## config.mk

```make
export PLATFORM = sky130hd
export DESIGN_NAME = fixed_decimal_formatter_unit
export DESIGN_NICKNAME = d
export VERILOG_FILES = /design/src/rtl/fdf_pkg.sv /design/src/rtl/fdf_bcd.sv /design/src/rtl/fdf_charbuf.sv /design/src/rtl/fixed_decimal_formatter_unit.sv
export SDC_FILE = /design/constraint.sdc
export NUM_CORES = 1
export LEC_CHECK = 0
export BUFFER_PORTS_ARGS = -buffer_cell sky130_fd_sc_hd__clkbuf_2
export CAP_MARGIN = 20
export CELL_PAD_IN_SITES_DETAIL_PLACEMENT = 0
export CELL_PAD_IN_SITES_GLOBAL_PLACEMENT = 1
export CORE_MARGIN = 4
export CORE_UTILIZATION = 35
export CTS_BUF_LIST = sky130_fd_sc_hd__clkbuf_16
export CTS_CLUSTER_SIZE = 12
export DETAILED_ROUTE_END_ITERATION = 8
export GPL_ROUTABILITY_DRIVEN = 0
export GPL_TIMING_DRIVEN = 0
export PLACE_DENSITY_LB_ADDON = 0.1
export SLEW_MARGIN = 5
export SYNTH_ARGS = -nofsm -noshare
export SYNTH_HDL_FRONTEND = slang
export SYNTH_SLANG_ARGS = --single-unit
```

## constraint.sdc

```tcl
create_clock -name clk -period 8.1 [get_ports clk]
set_clock_uncertainty 0.15 [all_clocks]
set_input_delay 0.405 -clock clk [delete_from_list [all_inputs] [get_ports clk]]
set_output_delay 0.405 -clock clk [all_outputs]
set_load 0.1 [all_outputs]
```

## src/rtl/fdf_pkg.sv

```systemverilog
// Shared constants and types for the fixed decimal formatter.
// Used by fdf_bcd, fdf_charbuf and fixed_decimal_formatter_unit; no dependencies.
package fdf_pkg;

	localparam int MAX_PREC_DEF       = 44;
	localparam int MAX_INT_DIGITS_DEF = 19;

	localparam int MAG_W  = 63;
	localparam int NDIG_W = 5;
	localparam int FRAC_W = 64;
	localparam int PREC_W = 6;
	localparam int CHAR_W = 8;
	localparam int LEN_W  = 7;

	localparam logic [CHAR_W-1:0] CH_ZERO  = 8'd48;
	localparam logic [CHAR_W-1:0] CH_NINE  = 8'd57;
	localparam logic [CHAR_W-1:0] CH_POINT = 8'd46;
	localparam logic [3:0]        ROUND_DIGIT = 4'd5;
	localparam logic [3:0]        BASE        = 4'd10;

	typedef struct packed {
		logic load;
		logic conv;
		logic pop;
	} bcd_ctrl_t;

endpackage

```

## src/rtl/fdf_bcd.sv

```systemverilog
// Binary to BCD converter, one shift-and-add-3 step per cycle while conv is asserted, with a digit pop port.
// Depends on fdf_pkg.
module fdf_bcd import fdf_pkg::*; #(
	parameter int NDIG = MAX_INT_DIGITS_DEF
) (
	input  logic             clk,
	input  bcd_ctrl_t        ctrl,
	input  logic [MAG_W-1:0] value,
	output logic [3:0]       digit
);

	localparam int BW = 4 * NDIG;

	logic [MAG_W-1:0] bin_q;
	logic [BW-1:0]    bcd_q;
	logic [BW-1:0]    adj;

	always_comb begin
		for (int i = 0; i < NDIG; i++) begin
			if (bcd_q[4*i +: 4] >= 4'd5) begin
				adj[4*i +: 4] = bcd_q[4*i +: 4] + 4'd3;
			end else begin
				adj[4*i +: 4] = bcd_q[4*i +: 4];
			end
		end
	end

	always_ff @(posedge clk) begin
		if (ctrl.load) begin
			bin_q <= value;
			bcd_q <= '0;
		end else if (ctrl.conv) begin
			bin_q <= {bin_q[MAG_W-2:0], 1'b0};
			bcd_q <= {adj[BW-2:0], bin_q[MAG_W-1]};
		end else if (ctrl.pop) begin
			bcd_q <= {4'd0, bcd_q[BW-1:4]};
		end
	end

	assign digit = bcd_q[3:0];

endmodule

```

## src/rtl/fdf_charbuf.sv

```systemverilog
// Character buffer: one write port, one read port with registered read data.
// Depends on fdf_pkg.
module fdf_charbuf import fdf_pkg::*; #(
	parameter int DEPTH = MAX_INT_DIGITS_DEF + 1 + MAX_PREC_DEF,
	parameter int AW    = $clog2(DEPTH)
) (
	input  logic              clk,
	input  logic              wr_en,
	input  logic [AW-1:0]     wr_addr,
	input  logic [CHAR_W-1:0] wr_data,
	input  logic              rd_en,
	input  logic [AW-1:0]     rd_addr,
	output logic [CHAR_W-1:0] rd_data
);

	logic [CHAR_W-1:0] mem [DEPTH];

	always_ff @(posedge clk) begin
		if (wr_en) begin
			mem[wr_addr] <= wr_data;
		end
	end

	always_ff @(posedge clk) begin
		if (rd_en) begin
			rd_data <= mem[rd_addr];
		end
	end

endmodule

```

## src/rtl/fixed_decimal_formatter_unit.sv

```systemverilog
// Fixed decimal formatter: one word in, a string of characters out, one item at a time.
// Steps: binary to BCD conversion, the integer digit writes, the point and fraction digits,
// a rounding step, a buffer read and a write back of each digit the rounding carry visits,
// then a buffer read, a load and an output wait per character, held while char_stall is high.
// Reset clears the sequencer to idle; no output word is valid after reset.
module fixed_decimal_formatter_unit import fdf_pkg::*; #(
	parameter int MAX_PREC       = MAX_PREC_DEF,
	parameter int MAX_INT_DIGITS = MAX_INT_DIGITS_DEF
) (
	input  logic              clk,
	input  logic              arst_n,
	input  logic              item_valid,
	output logic              item_stall,
	input  logic [MAG_W-1:0]  int_magnitude,
	input  logic [NDIG_W-1:0] int_digits,
	input  logic [FRAC_W-1:0] fraction_bits,
	input  logic [PREC_W-1:0] precision,
	output logic              char_valid,
	input  logic              char_stall,
	output logic [CHAR_W-1:0] char_code,
	output logic              last,
	output logic              carry_out
);

	localparam int DEPTH = MAX_INT_DIGITS + 1 + MAX_PREC;
	localparam int AW    = $clog2(DEPTH);
	localparam int PW    = FRAC_W + 4;

	typedef enum logic [3:0] {
		S_IDLE, S_CONV, S_INTW, S_POINT, S_FRAC, S_RND,
		S_CRD, S_CWR, S_ERD, S_ELD, S_EWAIT
	} state_t;

	state_t            state_q;
	bcd_ctrl_t         bcd_ctrl;
	logic [3:0]        bcd_digit;
	logic [5:0]        bit_cnt_q;
	logic [NDIG_W-1:0] nd_q;
	logic [PREC_W-1:0] prec_q;
	logic [PREC_W-1:0] cnt_q;
	logic [FRAC_W-1:0] fr_q;
	logic [AW-1:0]     ptr_q;
	logic [AW-1:0]     last_idx_q;
	logic              carry_q;
	logic              valid_q;
	logic [CHAR_W-1:0] char_q;
	logic              last_q;
	logic              cout_q;

	logic [NDIG_W-1:0] nd_c;
	logic [PREC_W-1:0] prec_c;
	logic [LEN_W-1:0]  len_c;
	logic [PW-1:0]     prod;

	logic              mem_we;
	logic [AW-1:0]     mem_waddr;
	logic [CHAR_W-1:0] mem_wdata;
	logic              mem_re;
	logic [AW-1:0]     mem_raddr;
	logic [CHAR_W-1:0] mem_rdata;

	always_comb begin
		if (int_digits == '0) begin
			nd_c = NDIG_W'(1);
		end else if (int_digits > NDIG_W'(MAX_INT_DIGITS)) begin
			nd_c = NDIG_W'(MAX_INT_DIGITS);
		end else begin
			nd_c = int_digits;
		end
		if (precision > PREC_W'(MAX_PREC)) begin
			prec_c = PREC_W'(MAX_PREC);
		end else begin
			prec_c = precision;
		end
		len_c = LEN_W'(nd_c) + ((prec_c != '0) ? (LEN_W'(prec_c) + LEN_W'(1)) : '0);
	end

	assign prod = {4'd0, fr_q} * PW'(BASE);

	fdf_bcd #(
		.NDIG (MAX_INT_DIGITS)
	) u_bcd (
		.clk   (clk),
		.ctrl  (bcd_ctrl),
		.value (int_magnitude),
		.digit (bcd_digit)
	);

	fdf_charbuf #(
		.DEPTH (DEPTH),
		.AW    (AW)
	) u_buf (
		.clk     (clk),
		.wr_en   (mem_we),
		.wr_addr (mem_waddr),
		.wr_data (mem_wdata),
		.rd_en   (mem_re),
		.rd_addr (mem_raddr),
		.rd_data (mem_rdata)
	);

	always_comb begin
		bcd_ctrl  = '0;
		mem_we    = 1'b0;
		mem_waddr = ptr_q;
		mem_wdata = CH_ZERO;
		mem_re    = 1'b0;
		mem_raddr = ptr_q;
		unique case (state_q)
			S_IDLE: begin
				bcd_ctrl.load = item_valid;
			end
			S_CONV: begin
				bcd_ctrl.conv = 1'b1;
			end
			S_INTW: begin
				bcd_ctrl.pop = 1'b1;
				mem_we       = 1'b1;
				mem_wdata    = CH_ZERO + CHAR_W'(bcd_digit);
			end
			S_POINT: begin
				mem_we    = 1'b1;
				mem_wdata = CH_POINT;
			end
			S_FRAC: begin
				mem_we    = 1'b1;
				mem_wdata = CH_ZERO + CHAR_W'(prod[PW-1:FRAC_W]);
			end
			S_CRD, S_ERD: begin
				mem_re = 1'b1;
			end
			S_CWR: begin
				if (mem_rdata != CH_POINT) begin
					mem_we = 1'b1;
					if (mem_rdata >= CH_NINE) begin
						mem_wdata = CH_ZERO;
					end else begin
						mem_wdata = mem_rdata + CHAR_W'(1);
					end
				end
			end
			default: begin
			end
		endcase
	end

	always_ff @(posedge clk or negedge arst_n) begin
		if (!arst_n) begin
			state_q    <= S_IDLE;
			bit_cnt_q  <= '0;
			nd_q       <= '0;
			prec_q     <= '0;
			cnt_q      <= '0;
			fr_q       <= '0;
			ptr_q      <= '0;
			last_idx_q <= '0;
			carry_q    <= 1'b0;
			valid_q    <= 1'b0;
			char_q     <= '0;
			last_q     <= 1'b0;
			cout_q     <= 1'b0;
		end else begin
			unique case (state_q)
				S_IDLE: begin
					if (item_valid) begin
						nd_q       <= nd_c;
						prec_q     <= prec_c;
						fr_q       <= fraction_bits;
						last_idx_q <= AW'(len_c - LEN_W'(1));
						bit_cnt_q  <= '0;
						carry_q    <= 1'b0;
						state_q    <= S_CONV;
					end
				end
				S_CONV: begin
					bit_cnt_q <= bit_cnt_q + 6'd1;
					if (bit_cnt_q == 6'(MAG_W - 1)) begin
						ptr_q   <= AW'(nd_q - NDIG_W'(1));
						state_q <= S_INTW;
					end
				end
				S_INTW: begin
					if (ptr_q == '0) begin
						ptr_q <= AW'(nd_q);
						if (prec_q != '0) begin
							state_q <= S_POINT;
						end else begin
							state_q <= S_RND;
						end
					end else begin
						ptr_q <= ptr_q - AW'(1);
					end
				end
				S_POINT: begin
					ptr_q   <= ptr_q + AW'(1);
					cnt_q   <= prec_q;
					state_q <= S_FRAC;
				end
				S_FRAC: begin
					fr_q  <= prod[FRAC_W-1:0];
					ptr_q <= ptr_q + AW'(1);
					cnt_q <= cnt_q - PREC_W'(1);
					if (cnt_q == PREC_W'(1)) begin
						state_q <= S_RND;
					end
				end
				S_RND: begin
					if (prod[PW-1:FRAC_W] >= ROUND_DIGIT) begin
						carry_q <= 1'b1;
						ptr_q   <= last_idx_q;
						state_q <= S_CRD;
					end else begin
						ptr_q   <= '0;
						state_q <= S_ERD;
					end
				end
				S_CRD: begin
					state_q <= S_CWR;
				end
				S_CWR: begin
					if (mem_rdata != CH_POINT && mem_rdata < CH_NINE) begin
						carry_q <= 1'b0;
						ptr_q   <= '0;
						state_q <= S_ERD;
					end else if (ptr_q == '0) begin
						state_q <= S_ERD;
					end else begin
						ptr_q   <= ptr_q - AW'(1);
						state_q <= S_CRD;
					end
				end
				S_ERD: begin
					state_q <= S_ELD;
				end
				S_ELD: begin
					char_q  <= mem_rdata;
					last_q  <= (ptr_q == last_idx_q);
					cout_q  <= carry_q && (ptr_q == last_idx_q);
					valid_q <= 1'b1;
					state_q <= S_EWAIT;
				end
				S_EWAIT: begin
					if (!char_stall) begin
						valid_q <= 1'b0;
						if (last_q) begin
							state_q <= S_IDLE;
						end else begin
							ptr_q   <= ptr_q + AW'(1);
							state_q <= S_ERD;
						end
					end
				end
				default: begin
					state_q <= S_IDLE;
				end
			endcase
		end
	end

	assign item_stall = (state_q != S_IDLE);
	assign char_valid = valid_q;
	assign char_code  = char_q;
	assign last       = last_q;
	assign carry_out  = cout_q;

endmodule

```

* Yosys cells after proc, flatten, opt, wreduce, memory -nomap -nowiden *
Memories as Yosys holds them, arrays and structs flattened. A register that Yosys moved wholly into a read port is not among the register bits.
Index checks and enable logic that the tools add are counted.

storage, ports and cells
  bits in registers = 254
  memory bits (writable) = 512
  input bits = 142
  word-level logic and storage cells = 188
  memories = 1

memories
  name       depth  bits a word  read ports  clocked after memory_dff  write ports  line               source
  u_buf.mem  64     8            1           1                         1            fdf_charbuf.sv:16  logic [CHAR_W-1:0] mem [DEPTH];

operators by class
  add/subtract/negate cells = 30
  multiply operators = 1
  magnitude comparators = 24
  eq/ne operators = 23
  multiplexer cells = 68
  reduce and logical (&&, ||, !) cells = 26

operator list
  cell                                                                                  number
  76-bit two-way mux                                                                    2
  64-bit case mux with 2 select lines                                                   1
  63-bit two-way mux                                                                    2
  4-bit two-way mux                                                                     27
  4-bit by 3-bit greater-or-equal comparator with 1-bit output (second input constant)  20
  4-bit by 2-bit adder with 4-bit output (second input constant)                        18
  64-bit by 3-bit multiplier with 67-bit output (second input constant)                 1
  64-bit two-way mux                                                                    1
  6-bit two-way mux                                                                     10
  4-bit case mux with 11 select lines                                                   1
  6-bit case mux with 6 select lines                                                    1
  8-bit case mux with 4 select lines                                                    1
  6-bit case mux with 2 select lines                                                    2
  6-bit by 1-bit adder with 6-bit output (second input constant)                        3
  6-bit nonzero test                                                                    3
  6-bit by 1-bit subtractor with 6-bit output (second input constant)                   3
  4-bit by 3-bit == test with 1-bit output (second input constant)                      4
  8-bit two-way mux                                                                     2
  2-bit inequality test (second input constant)                                         8
  6-bit by 4-bit adder with 7-bit output (first input constant)                         2
  4-bit == test (second input constant)                                                 3
  2-bit nonzero test                                                                    6
  1-bit two-way mux                                                                     11
  5-bit two-way mux                                                                     2
  other kinds (29)                                                                      38

* Depth between registers and ports, before layout *
  word-level depth = 6
  depth in mapped cells = 17
  gate-level depth less buffers = 17

* Modules after synthesis *
A second synthesis with hierarchy kept.

second synthesis, totals
  cells, all modules = 3127
  area total of the unflattened synthesis = 39336.5 um^2

by module, submodules not included
  module                        times used  cells each  area each (um^2)
  fdf_charbuf                   1           940         20246.9
  fixed_decimal_formatter_unit  1           1447        11217.0
  fdf_bcd                       1           740         7872.6

* Least setup slack after synthesis *
Ideal clock, no wire load.

  path kind = flip-flop to flip-flop
  from = register fr_q[10]
  to = memory u_buf.mem[0][1], data pin
  setup time = 0.702 ns
  data arrival time = 5.151 ns
  required time = 7.248 ns
  path slack = 2.098 ns
  cell stages (with the launch flop) = 12
  path buffers = 1
  period minus slack after synthesis = 6.002 ns
  cell sequence = dfrtp_1 > ha_1 > ha_1 > buf_2 > nand4_1 > o221ai_1 > a21oi_2 > o41a_4 > a22oi_4 > nand4_1 > a31o_2 > o21ai_0

on the way
  cells in the longest elaborated chain, start to end = 3

ends and longest elaborated chain
  item                                           line                                 source
  from (decl)                                    fixed_decimal_formatter_unit.sv:41   logic [FRAC_W-1:0] fr_q;
  from (signal assigned)                         fixed_decimal_formatter_unit.sv:168  fr_q <= fraction_bits;
  from (signal assigned)                         fixed_decimal_formatter_unit.sv:200  fr_q <= prod[FRAC_W-1:0];
  64-bit by 3-bit multiplier with 67-bit output  fixed_decimal_formatter_unit.sv:78   assign prod = {4'd0, fr_q} * PW'(BASE);
  6-bit by 4-bit adder with 7-bit output         fixed_decimal_formatter_unit.sv:127  mem_wdata = CH_ZERO + CHAR_W'(prod[PW-1:FRAC_W]);
  8-bit case mux with 4 select lines             fixed_decimal_formatter_unit.sv:109  unique case (state_q)
  net mem_wdata[1]                               fixed_decimal_formatter_unit.sv:57   logic [CHAR_W-1:0] mem_wdata;
  to (decl)                                      fdf_charbuf.sv:16

The timed path passes the listed nets, and every way through them passes these cells.

* Worst setup path after layout *
  from = register ptr_q[0], in the netlist mem_raddr[0]
  to = memory u_buf.mem[47][4], enable pin

RTL lines
  item                    line                                 source
  from (decl)             fixed_decimal_formatter_unit.sv:42   logic [AW-1:0] ptr_q;
  from (signal assigned)  fixed_decimal_formatter_unit.sv:178  ptr_q <= AW'(nd_q - NDIG_W'(1));
  from (signal assigned)  fixed_decimal_formatter_unit.sv:184  ptr_q <= AW'(nd_q);
  from (signal assigned)  fixed_decimal_formatter_unit.sv:191  ptr_q <= ptr_q - AW'(1);

No word-level cell before the write port.

==> summary.md <==
| Metric | Value |
|---|---|
| Outcome | `finished, final reports clean` |
| First-pass GRT wire length | `around 190 mm` |
| Post-layout net count | `approximately 4,200` |
| Seq/Total Area, Yosys | `0.587` |
| Full die area | `0.112 mm²` |
| Clock transition at path regs | `roughly 0.060 ns` |
| DRC violations left | `0` |
| Pwr/cell area | `438 mW/mm²` |
| Sw power | `around 8800 µW` |
| Clk Latency, worst-skew pair | `0.70 ns` |
| Unrepaired setup endpoints after global routing | `no` |
| Vias in the first global route | `~28,000` |
| # setup viols final | `0` |
| Top post-synthesis cells by area | `edfxtp_1 47%, dfrtp_1 7.7%, ha_1 6.2%` |
| # IOs | `between 150 and 200` |
| Core area | `roughly 0.11 mm²` |
| P_leak | `about 0.017 µW` |
| Num CTS Buffers | `approximately 90` |
| Share of cells above drive strength 1 | `0.0885` |
| Drt pass-1 iters | `5` |
| IO Port Bufs | `between 150 and 200` |
| DP HPWL | `a little over 90 mm` |
| Layout filler cell count | `10,200` |
| Comb pwr share | `0.492` |
| P&R area growth vs syn | `21.0%` |
| Die height | `roughly 330 µm` |
| Hold Worst Slack | `0.0659 ns` |
| Grt ovf | `0` |
| Internal power | `11,000 µW` |
| Setup CP Type | `register to register` |
| CP Launch Type | `register` |
| Distinct cells, synth | `73` |
| Maximum clock rate | `195 MHz` |
| Initial Util | `0.353` |
| Worst hold path class | `input port to register` |
| Initial antenna violation count | `1` |
| Fin crit share | `0.634` |
| Hold_sp | `precision[4]` |
| MaxCap Viol Count | `0` |
| CP arrival | `approximately 5.3 ns` |
| Synth top area share | `0.469` |
| R2r startpoint | `mem_raddr[0]` |
| WL/cell | `roughly 24 µm` |
| Synth Flop Type | `edfxtp_1` |
| CP Max Fanout | `10` |
| Routed via count | `approximately 29,000` |
| Avg Inst Size Synth | `11.2 µm²` |
| CTS tree | `done` |
| CTS Sinks | `between 700 and 800` |
| Worst Setup SP | `mem_raddr[0]` |
| Ys async rst share | `0.149` |
| Flop pwr share | `0.307` |
| Post-cts resize count | `0` |
| Iter 0 DRT Violations | `2,487` |
| H-tree levels | `3` |
| Final wirelength | `130 mm` |
| Peak supply drop | `roughly 0.22 mV` |
| Clock power frac | `0.201` |
| Sequential cell area | `0.0219 mm²` |
| DR vias/cell | `~5.4` |
| Largest net degree at the start of global routing | `75` |
| Count of final hold-check violations | `0` |
| Max-Slew Margin vs Limit | `0.159` |
| Mapped Cells | `around 3,300` |
| Synth warn | `0` |
| Worst-Margin Slew | `between 1 and 1.5 ns` |
| Clock Tree Buf Depth | `3` |
| Cell row count | `~120` |
| Area occupied by multi-input gates | `between 0.01 and 0.015 mm²` |
| WP data required | `8.22 ns` |
| Post-synthesis cell area | `around 0.037 mm²` |
| Endpoint class of the critical path | `register` |
| Tot Pwr | `roughly 20,000 µW` |
| Seq cells post-synth | `around 770` |
| EDFF count, synth | `between 500 and 600` |
| Switching share of power | `0.446` |
| Min cycle time layout | `5.13 ns` |
| GRT Util Overall | `0.229` |
| Clock root cell | `clkbuf_16` |
| Count of pins over their slew limit | `0` |
| Detail Route Antenna Nets | `0` |
| Die Span X | `between 300 and 400 µm` |
| Leading area contributor after synthesis | `edfxtp_1` |
power by group through the flow:
stage	clock network [µW]	logic, µW	registers, µW
finish	3970	9730	6080
floorplan	0	6340	6090
CTS	4050	9740	6080
global placement	0	9450	6270
global route	4220	10800	6180
detailed placement	0	9630	6160
synth_stat cells (4+ instances only):
cell type  count
o221ai_1       7
a211oi_1      61
and3_1        24
a21oi_1      149
buf_1         29
dfxtp_1       76
mux2_2         8
o22ai_1        7
a31oi_1       82
a21o_1        27
ha_1         184
nand2_1      558
o211ai_1      10
nor3_1        41
nand3_1       38
or2_2          7
nor2_1       249
o21ai_1        4
nand3b_1       4
or3_1          9
clkbuf_1     146
nor3b_1       38
and2_1         4
inv_1         88
o21ai_0      132
o21a_1        11
o21bai_1       8
a311oi_1      55
xnor2_1       60
nand2b_1      27
buf_2         10
a22o_1        30
nand4_1       31
nor4_1        24
xor2_1        39
a41oi_1       33
a211o_1        7
a221oi_1      33
mux2i_1        8
dfrtp_1      115
nor2b_1       13
edfxtp_1     583
a22oi_1      207
o31ai_1        7
routing by layer:
layer | track usage | vias to the layer above | share of wire
met2 | 0.387 | 791 | 0.47
met3 | 0.0349 | 195 | 0.052
met5 | 0 | - | 0
met1 | 0.305 | 14100 | 0.44
met4 | 0.0685 | 0 | 0.031
li1 | - | 13500 | -
final cells by class:
cell class / count / area share
sequential: 774 / 0.485
multi-input combinational: 2408 / 0.330
timing repair buffer: 328 / 0.0597
clock buffer: 89 / 0.0493
tap: 1391 / 0.0385
buffer: 185 / 0.0157
clock inverter: 72 / 0.0140
inverter: 88 / 0.00732
antenna: 2 / 0.000111
critical path, cell delays in order (launching register included):
cell and delay [ns]:
dfrtp_1 0.38, clkbuf_1 0.32, and3_1 0.21, clkbuf_1 0.36
clkbuf_1 0.82, buf_1 0.74, nand2_1 0.70, nor2_1 1.02
logic make-up after synthesis:
group | after synthesis | share of synthesized area
AOI/OAI and AO/OA | 900 | 0.168
adders and majority gates | 186 | 0.0628
other | 1 | 0.000101
xor gates and xnor gates | 99 | 0.0232
and+or+nand+nor | 1079 | 0.127
buffers and inverters | 273 | 0.0278
DFF | 774 | 0.587
muxes | 16 | 0.00456
path summary, 6_finish.rpt:
check | to | slack, ns | cells after the start
setup / recovery | u_buf.mem[47][4] | 2.97 | 7
hold / removal | prec_q[4] | 0.07 | 3
setup reg to reg | u_buf.mem[47][4] | 2.97 | 7
hold reg to reg | cnt_q[4] | 0.35 | 1
max in group asynchronous | cnt_q[2] | 6.93 | 3
min in group asynchronous | fr_q[18] | 0.09 | 2
metrics by stage:
| stage | instances | util | area, µm² | TNS, ns | setup slack [ns] |
|---|---|---|---|---|---|
| 2_1_floorplan | 3455 | - | 37800 | 0 | 2.10 |
| 3_3_place_gp | 4998 | 0.382 | 40300 | -115.99 | -1.64 |
| 3_5_place_dp | 5031 | 0.387 | 40900 | 0 | 3.06 |
| 4_1_cts | 5332 | 0.427 | 45100 | 0 | 3.00 |
| 5_1_grt | 5336 | 0.428 | 45100 | 0 | 2.81 |
| 6_report | 5337 | 0.428 | 45100 | 0 | 2.97 |
repair_timing:
action | in CTS | in global routing
setup buffers | 0 | 0
hold buffers | 140 | 0
hold endpoints to repair | 252 | 0
flip-flops by register name, indices dropped and copies added, names as in the netlist, 4 cells and up:
signal and cells:
u_buf.mem 512, u_bcd.bcd_q 76, fr_q 64, u_bcd.bin_q 63, char_code 8, u_buf.rd_data 8, bit_cnt_q 6, cnt_q 6
last_idx_q 6, mem_raddr 6, prec_q 6, nd_q 5, state_q 4
cells in the final DEF, fill, tap and decap left out, types with 82 or more instances in the layout:
cell type and instances:
clkbuf_1 146, conb_1 128, a31oi_1 82, dfrtp_1 115
dlygate4sd3_1 140, nor2_1 249, o21ai_0 131, clkbuf_16 89
a21oi_1 149, nand2_1 557, edfxtp_1 583, clkbuf_2 151
ha_1 184, a22oi_1 207, inv_1 122
(Power assumes the default switching activity.)
